$ cat src/olist_pkg.sv
`timescale 1ns / 1ps
`default_nettype none

package olist_pkg;

    localparam int DEFAULT_CAPACITY = 64;
    localparam int VAL_W            = 32;
    localparam int POS_W            = 8;
    localparam int FPOS_W           = 6;
    localparam int CNT_OUT_W        = 7;

    typedef enum logic [2:0] {
        OP_ADD_FIRST = 3'd0,
        OP_ADD_LAST  = 3'd1,
        OP_ADD_AT    = 3'd2,
        OP_REM_FIRST = 3'd3,
        OP_REM_LAST  = 3'd4,
        OP_REM_AT    = 3'd5,
        OP_FIND      = 3'd6,
        OP_GET       = 3'd7
    } t_op;

    typedef enum logic [2:0] {
        ST_OK       = 3'd0,
        ST_RANGE    = 3'd1,
        ST_EMPTY    = 3'd2,
        ST_NOTFOUND = 3'd3,
        ST_FULL     = 3'd4
    } t_status;

    typedef enum logic [3:0] {
        S_IDLE,
        S_UP_RD,
        S_UP_WR,
        S_PUT,
        S_DN_WR,
        S_FIND_CMP,
        S_GET_DATA,
        S_DONE
    } t_state;

endpackage

`default_nettype wire

$ cat src/olist_ram.sv
`timescale 1ns / 1ps
`default_nettype none

module olist_ram
    import olist_pkg::*;
#(
    parameter int DEPTH = DEFAULT_CAPACITY,
    localparam int AW   = (DEPTH > 1) ? $clog2(DEPTH) : 1
) (
    input  wire logic             i_clk,
    input  wire logic             i_we,
    input  wire logic [AW-1:0]    i_waddr,
    input  wire logic [VAL_W-1:0] i_wdata,
    input  wire logic [AW-1:0]    i_raddr,
    output logic      [VAL_W-1:0] o_rdata
);

    logic [VAL_W-1:0] r_mem [DEPTH];

    always_ff @(posedge i_clk) begin
        if (i_we) begin
            r_mem[i_waddr] <= i_wdata;
        end
    end

    always_ff @(posedge i_clk) begin
        o_rdata <= r_mem[i_raddr];
    end

endmodule

`default_nettype wire

$ cat src/ordered_list_engine.sv
// Ordered list engine: a bounded list of signed 32-bit values held in one
// synchronous RAM, position 0 at the head.
// Input channel (s side): one beat is one operation, the opcode in tuser and
// the position and value in tdata. Output channel (m side): one beat per
// operation with the status in tuser and value read, found position and
// entry count in tdata.
// Steps: operations that only change the count or report an error go
// straight to the output register; an append writes the value and a get
// reads the entry first; add at position p shifts the entries from the tail
// down to p up by one and then writes the value; remove at p shifts the
// entries above p down by one (remove first is p = 0); find compares the
// entries from position 0 upward until one matches or the list ends.
// Shifts and searches touch one RAM entry per cycle through the single
// read port and the single write port; only one operation is in flight.
// The next beat is accepted the cycle after the result is loaded, even while
// that result still waits at the output.
// When the receiver stalls, the finished result holds in the output register
// and the engine waits with the next result until the register is free.
// Reset empties the list at once; the RAM contents are not cleared.
`timescale 1ns / 1ps
`default_nettype none

module ordered_list_engine
    import olist_pkg::*;
#(
    parameter int CAPACITY = DEFAULT_CAPACITY
) (
    input  wire logic        i_clk,
    input  wire logic        i_rst_n,
    input  wire logic        i_s_tvalid,
    output logic             o_s_tready,
    input  wire logic [39:0] i_s_tdata,   // position[7:0], value[39:8]
    input  wire logic [2:0]  i_s_tuser,   // op[2:0]
    output logic             o_m_tvalid,
    input  wire logic        i_m_tready,
    output logic      [47:0] o_m_tdata,   // value_read[31:0], found_position[37:32],
                                          // entry_count[44:38], zero[47:45]
    output logic      [2:0]  o_m_tuser    // status[2:0]
);

    localparam int AW = (CAPACITY > 1) ? $clog2(CAPACITY) : 1;
    localparam int CW = $clog2(CAPACITY + 1);

    t_state             r_state, n_state;
    logic [CW-1:0]      r_count, n_count;
    logic [AW-1:0]      r_idx, n_idx;
    logic [AW-1:0]      r_at, n_at;
    logic [VAL_W-1:0]   r_val, n_val;
    t_status            r_status, n_status;
    logic [VAL_W-1:0]   r_rd, n_rd;
    logic [FPOS_W-1:0]  r_fpos, n_fpos;
    logic               r_out_valid, n_out_valid;
    logic [47:0]        r_out_tdata, n_out_tdata;
    logic [2:0]         r_out_tuser, n_out_tuser;

    logic               w_accept;
    t_op                w_op;
    logic               w_neg;
    logic [15:0]        w_pos16;
    logic [15:0]        w_cnt16;
    logic [15:0]        w_idx16;
    logic [15:0]        w_at16;
    logic [AW-1:0]      w_pos_a;
    logic [AW-1:0]      w_add_at;
    logic               w_full;
    logic               w_load;

    logic               w_we;
    logic [AW-1:0]      w_waddr;
    logic [VAL_W-1:0]   w_wdata;
    logic [AW-1:0]      w_raddr;
    logic [VAL_W-1:0]   w_rdata;

    olist_ram #(
        .DEPTH(CAPACITY)
    ) u_ram (
        .i_clk  (i_clk),
        .i_we   (w_we),
        .i_waddr(w_waddr),
        .i_wdata(w_wdata),
        .i_raddr(w_raddr),
        .o_rdata(w_rdata)
    );

    assign o_s_tready = (r_state == S_IDLE);
    assign w_accept   = i_s_tvalid && o_s_tready;
    assign w_op       = t_op'(i_s_tuser);
    assign w_neg      = i_s_tdata[POS_W-1];
    assign w_pos16    = 16'(i_s_tdata[POS_W-2:0]);
    assign w_pos_a    = AW'(i_s_tdata[POS_W-2:0]);
    assign w_cnt16    = 16'(r_count);
    assign w_idx16    = 16'(r_idx);
    assign w_full     = (w_cnt16 >= 16'(CAPACITY));
    assign w_load     = (r_state == S_DONE) && (!r_out_valid || i_m_tready);

    always_comb begin
        unique case (w_op)
            OP_ADD_FIRST: w_add_at = '0;
            OP_ADD_AT:    w_add_at = w_pos_a;
            default:      w_add_at = AW'(r_count);
        endcase
    end
    assign w_at16 = 16'(w_add_at);

    assign o_m_tvalid = r_out_valid;
    assign o_m_tdata  = r_out_tdata;
    assign o_m_tuser  = r_out_tuser;

    always_comb begin
        n_state  = r_state;
        n_count  = r_count;
        n_idx    = r_idx;
        n_at     = r_at;
        n_val    = r_val;
        n_status = r_status;
        n_rd     = r_rd;
        n_fpos   = r_fpos;
        w_we     = 1'b0;
        w_waddr  = r_idx;
        w_wdata  = w_rdata;
        w_raddr  = r_idx;

        unique case (r_state)
            S_IDLE: begin
                if (w_accept) begin
                    n_val    = i_s_tdata[39:8];
                    n_status = ST_OK;
                    n_rd     = '0;
                    n_fpos   = '0;
                    n_state  = S_DONE;
                    unique case (w_op)
                        OP_ADD_FIRST, OP_ADD_LAST, OP_ADD_AT: begin
                            if ((w_op == OP_ADD_AT) && (w_neg || (w_pos16 > w_cnt16))) begin
                                n_status = ST_RANGE;
                            end else if (w_full) begin
                                n_status = ST_FULL;
                            end else if (w_at16 == w_cnt16) begin
                                n_at    = w_add_at;
                                n_state = S_PUT;
                            end else begin
                                n_at    = w_add_at;
                                n_idx   = AW'(r_count - 1'b1);
                                n_state = S_UP_RD;
                            end
                        end
                        OP_REM_FIRST: begin
                            if (w_cnt16 == 16'd1) begin
                                n_count = r_count - 1'b1;
                            end else if (w_cnt16 != 16'd0) begin
                                n_idx   = '0;
                                w_raddr = AW'(1);
                                n_state = S_DN_WR;
                            end
                        end
                        OP_REM_LAST: begin
                            if (w_cnt16 != 16'd0) begin
                                n_count = r_count - 1'b1;
                            end
                        end
                        OP_REM_AT, OP_GET: begin
                            if (w_neg) begin
                                n_status = ST_RANGE;
                            end else if (w_cnt16 == 16'd0) begin
                                n_status = ST_EMPTY;
                            end else if (w_pos16 >= w_cnt16) begin
                                n_status = ST_RANGE;
                            end else if (w_op == OP_GET) begin
                                w_raddr = w_pos_a;
                                n_state = S_GET_DATA;
                            end else if ((w_pos16 + 16'd1) == w_cnt16) begin
                                n_count = r_count - 1'b1;
                            end else begin
                                n_idx   = w_pos_a;
                                w_raddr = w_pos_a + 1'b1;
                                n_state = S_DN_WR;
                            end
                        end
                        OP_FIND: begin
                            if (w_cnt16 == 16'd0) begin
                                n_status = ST_NOTFOUND;
                            end else begin
                                n_idx   = '0;
                                w_raddr = '0;
                                n_state = S_FIND_CMP;
                            end
                        end
                    endcase
                end
            end
            S_UP_RD: begin
                w_raddr = r_idx;
                n_state = S_UP_WR;
            end
            S_UP_WR: begin
                w_we    = 1'b1;
                w_waddr = r_idx + 1'b1;
                w_wdata = w_rdata;
                w_raddr = r_idx - 1'b1;
                if (r_idx == r_at) begin
                    n_state = S_PUT;
                end else begin
                    n_idx = r_idx - 1'b1;
                end
            end
            S_PUT: begin
                w_we    = 1'b1;
                w_waddr = r_at;
                w_wdata = r_val;
                n_count = r_count + 1'b1;
                n_state = S_DONE;
            end
            S_DN_WR: begin
                w_we    = 1'b1;
                w_waddr = r_idx;
                w_wdata = w_rdata;
                w_raddr = r_idx + AW'(2);
                if ((w_idx16 + 16'd2) >= w_cnt16) begin
                    n_count = r_count - 1'b1;
                    n_state = S_DONE;
                end else begin
                    n_idx = r_idx + 1'b1;
                end
            end
            S_FIND_CMP: begin
                w_raddr = r_idx + 1'b1;
                if (w_rdata == r_val) begin
                    n_fpos  = w_idx16[FPOS_W-1:0];
                    n_state = S_DONE;
                end else if ((w_idx16 + 16'd1) == w_cnt16) begin
                    n_status = ST_NOTFOUND;
                    n_state  = S_DONE;
                end else begin
                    n_idx = r_idx + 1'b1;
                end
            end
            S_GET_DATA: begin
                n_rd    = w_rdata;
                n_state = S_DONE;
            end
            S_DONE: begin
                if (w_load) begin
                    n_state = S_IDLE;
                end
            end
            default: begin
                n_state = S_IDLE;
            end
        endcase
    end

    always_comb begin
        n_out_valid = r_out_valid && !i_m_tready;
        n_out_tdata = r_out_tdata;
        n_out_tuser = r_out_tuser;
        if (w_load) begin
            n_out_valid = 1'b1;
            n_out_tdata = {3'b000, w_cnt16[CNT_OUT_W-1:0], r_fpos, r_rd};
            n_out_tuser = r_status;
        end
    end

    always_ff @(posedge i_clk) begin
        if (!i_rst_n) begin
            r_state     <= S_IDLE;
            r_count     <= '0;
            r_out_valid <= 1'b0;
        end else begin
            r_state     <= n_state;
            r_count     <= n_count;
            r_out_valid <= n_out_valid;
        end
    end

    always_ff @(posedge i_clk) begin
        r_idx       <= n_idx;
        r_at        <= n_at;
        r_val       <= n_val;
        r_status    <= n_status;
        r_rd        <= n_rd;
        r_fpos      <= n_fpos;
        r_out_tdata <= n_out_tdata;
        r_out_tuser <= n_out_tuser;
    end

endmodule

`default_nettype wire

$ cat config.mk
export PLATFORM = sky130hd
export DESIGN_NAME = ordered_list_engine
export DESIGN_NICKNAME = d
export VERILOG_FILES = /design/src/olist_pkg.sv /design/src/olist_ram.sv /design/src/ordered_list_engine.sv
export SDC_FILE = /design/constraint.sdc
export NUM_CORES = 2
export LEC_CHECK = 0
export ABC_CLOCK_PERIOD_IN_PS = 11300
export CAP_MARGIN = 20
export CORE_MARGIN = 5
export CORE_UTILIZATION = 45
export DETAILED_ROUTE_END_ITERATION = 10
export DONT_BUFFER_PORTS = 1
export GPL_ROUTABILITY_DRIVEN = 0
export PLACE_DENSITY = 0.59
export SLEW_MARGIN = 40
export SYNTH_ARGS = -nofsm -noshare
export SYNTH_HDL_FRONTEND = slang
export SYNTH_SLANG_ARGS = --single-unit
export TNS_END_PERCENT = 30
$ cat constraint.sdc
create_clock -name i_clk -period 11.3 [get_ports i_clk]
set_input_delay 1.13 -clock i_clk [delete_from_list [all_inputs] [get_ports i_clk]]
set_output_delay 1.13 -clock i_clk [all_outputs]
set_load 0.1 [all_outputs]
==> results.md <==
* Status: complete, no violations
* CTS tree: built
* Layout cells sized above 1 at 0.116
* Adder-cell area share of the yosys netlist at 0.00345
* GRT Total Usage at 0.258
* Maximum Capacitance Violations at 0
* Post-Synthesis Cells at between 6,000 and 7,000
* Hold/Removal Path Class: in2reg
* Fillcell total at 16,512
* Worst EP required at 12.00 ns
* Total number of vias at 56,729
* CP peak stage delay at between 0.7 and 0.8 ns
* Final Max Tran Viols at 0
* Most common cell after layout, fill and taps aside: edfxtp_1
* Synth Area per Inst at 14.0 µm²
* Core region area at about 200,000 µm²
* Reg2reg end: u_ram.o_rdata[12]
* Root Driver: clkbuf_16
* Yosys warning total at 0
* Asr flop ratio synth at 0
* DRC viols at 0
* Largest family of logic cells by synthesized area: simple AND/OR/NAND/NOR gates
* Synth Area in Simple Gates at 0.129
* R2R Path Start: r_count[5]
* Synthesized area at between 80,000 and 90,000 µm²
* Vias per cell at 6.14
* Die Area at ~210,000 µm²
* Final setup vio count at 0
* Clock transition at path regs at approximately 0.060 ns
* Critical Path Most Common Cell: and2_4
* Max Fclk at about 0.14 GHz
* Crit path launch type: flop
* Crit-path cells: clkinv_1, ha_1, nand2_1, o21ai_0, a211oi_2, and2_4, a31oi_1, a31o_4, and2_4, buf_12, buf_4, mux4_2, a211oi_1, nor4_1
* Largest net degree at the start of global routing at around 160
* Commonest cells after routing, fill and taps aside: edfxtp_1 (2,181), nand2_1 (1,488), nand3_1 (408)
* Crit path capture type: flop
* Worst Hold Depth at 0
* Initial DRT Pass Iterations at 7
* CTS buffer count at about 210
* Gr busiest metal: met2
* GR Util met1 at 0.372
* Top FF cell, synth: edfxtp_1
* Tcrit/Tclk final at 0.612
* Worst-Margin Slew at roughly 0.94 ns
* H-tree Lvls at 4
* Number of global-route vias before repair at between 50,000 and 60,000
* Final Hold Fails at 0
* Post-synthesis mux area share at 0.0270
* End of the critical path: u_ram.o_rdata[12]
* PostCTS Resize Cnt at 0
* Die width at roughly 460 µm
* Ports at 100
* Post-synth EDFFs at 2,181
* First-pass GRT wire length at approximately 390 mm
* Critical Path AT at approximately 7.6 ns
* Dpl hpwl at about 150 mm
* Setup TNS at 0 ns
* Skew-Pair Late Insertion Delay at around 0.86 ns
* DIE HEIGHT at between 400 and 500 µm
* Max Buffers Root-to-Sink at 3
* GR Util met2 at 0.396
* Crit-path max FO at between 100 and 150
* Slowest CP cell: and2_4
* GR Overflow Total at 0
* Slew HR at 0.368
* Routed len/inst at 30.1 µm
* R2R Setup Slk at around 4.4 ns
* Reg2reg path depth at 14
* Initial Util at 0.451
* Clock skew at slightly below 0.04 ns
* Seq/Total Area, Yosys at 0.738
* Xor-xnor portion of the synthesized cell area at 0.00682
* Row Count at 164
* Antenna-violating nets left at 0
* Initial antenna violation count at 11
* RSZ-0062 raised after global routing: no
* Tmin final at 6.91 ns
* Hold_buf cts at 0
* Post-synth cell types at 100
* CP Launch Point: r_count[5]
* Clock sinks at between 2,000 and 2,500
* #FFs+latches synth at 2,224
* Met3 Usage GRT at 0.0550
* Area grow syn2layout at 12.1%
* WS Path Type: reg2reg
* Postcts setup bufs at 0
* IO buf count at 0
* Nets at about 6,500
* Iter 0 DRT Violations at about 8,200
* Routed Wire Length at 278 mm
* Compound-Gate Fraction of Synth Area at 0.0708
==> cell families (layout without fill, tap and decap cells) <==
family / after synthesis / after routing
AND/OR/NAND/NOR: 2595 / 2595
flip-flops: 2224 / 2224
XOR/XNOR: 70 / 70
buffers and inverters: 456 / 601
AO/OA/AOI/OAI: 917 / 917
adder cells (fa/ha/maj): 25 / 25
multiplexers: 144 / 144
other: 1 / 11
==> per-layer routing <==
layer / vias to the layer above / share of wire
li1: 24261 / -
met1: 28895 / 0.41
met2: 3136 / 0.46
met3: 435 / 0.10
met4: 2 / 0.031
met5: - / 0.000068
==> critical path, delay by kind of cell (launching register included) <==
| kind | cells | cell delay (ns) |
|---|---|---|
| compound gates | 5 | 2.07 |
| fa+ha+maj | 1 | 0.47 |
| buf+inv | 3 | 1.78 |
| flops | 1 | 0.52 |
| mux | 1 | 0.65 |
| simple gates | 4 | 1.16 |
==> cell type report <==
| cell class | count | area (µm²) | area share |
|---|---|---|---|
| diodes | 8 | 20.0 | 0.000199 |
| clock buffers | 277 | 5800 | 0.0575 |
| clock inverters | 116 | 1000 | 0.00993 |
| inverters | 23 | 96.3 | 0.000956 |
| multi-input cells | 3754 | 22200 | 0.220 |
| flip-flops and latches | 2224 | 66400 | 0.658 |
| well taps | 2656 | 3320 | 0.0330 |
| repair buffers | 185 | 2050 | 0.0203 |
==> worst min path at each step <==
stage / from / end
2_1_floorplan: r_rd[0] / o_m_tdata[0]
3_3_place_gp: r_status[1] / o_m_tuser[1]
3_5_place_dp: r_rd[0] / o_m_tdata[0]
4_1_cts: i_s_tdata[34] / r_val[26]
5_1_grt: i_s_tdata[31] / r_val[23]
6_report: i_s_tdata[9] / r_val[1]
==> cells in the mapped netlist, types with 24 or more instances <==
| cell type | n | area (µm²) |
|---|---|---|
| edfxtp_1 | 2181 | 65500 |
| nand2_1 | 1538 | 5770 |
| nand3_1 | 409 | 2050 |
| and3_1 | 248 | 1550 |
| a31oi_1 | 180 | 1130 |
| buf_2 | 178 | 891 |
| a211oi_1 | 173 | 1300 |
| nor2_1 | 168 | 631 |
| clkbuf_1 | 148 | 556 |
| a21oi_1 | 140 | 701 |
| mux4_2 | 78 | 1760 |
| o21ai_0 | 76 | 380 |
| o22ai_1 | 68 | 425 |
| a311oi_1 | 66 | 578 |
| mux2i_1 | 61 | 611 |
| buf_1 | 58 | 218 |
| xnor2_1 | 56 | 490 |
| and2_1 | 49 | 307 |
| nand4_1 | 47 | 294 |
| dfxtp_1 | 43 | 861 |
| a221oi_1 | 33 | 289 |
| buf_6 | 25 | 282 |
| nor3_1 | 25 | 125 |
| ha_1 | 24 | 300 |
==> sequential cells by signal, indices dropped and copies added, names as in the netlist <==
register / flops
o_m_tdata: 45
o_m_tuser: 3
o_m_tvalid: 1
r_at: 6
r_count: 7
r_fpos: 6
r_idx: 6
r_rd: 32
r_state: 3
r_status: 3
r_val: 32
u_ram.o_rdata: 32
u_ram.r_mem: 2048
==> stage by stage <==
step	hold WS, ns	setup slack (ns)	instances	area (µm²)	util
6_report	0.368	4.39	9243	101000	0.506
5_1_grt	0.331	4.18	9238	101000	0.506
4_1_cts	0.312	4.55	9220	100000	0.504
3_5_place_dp	0.405	4.32	8827	93600	0.470
3_3_place_gp	0.403	4.19	8810	93000	0.467
2_1_floorplan	0.400	6.58	6434	89900	-
Power is left out: the tool's default activity adds up to more than one toggle a clock period on the data nets, which glitch-free logic cannot reach.
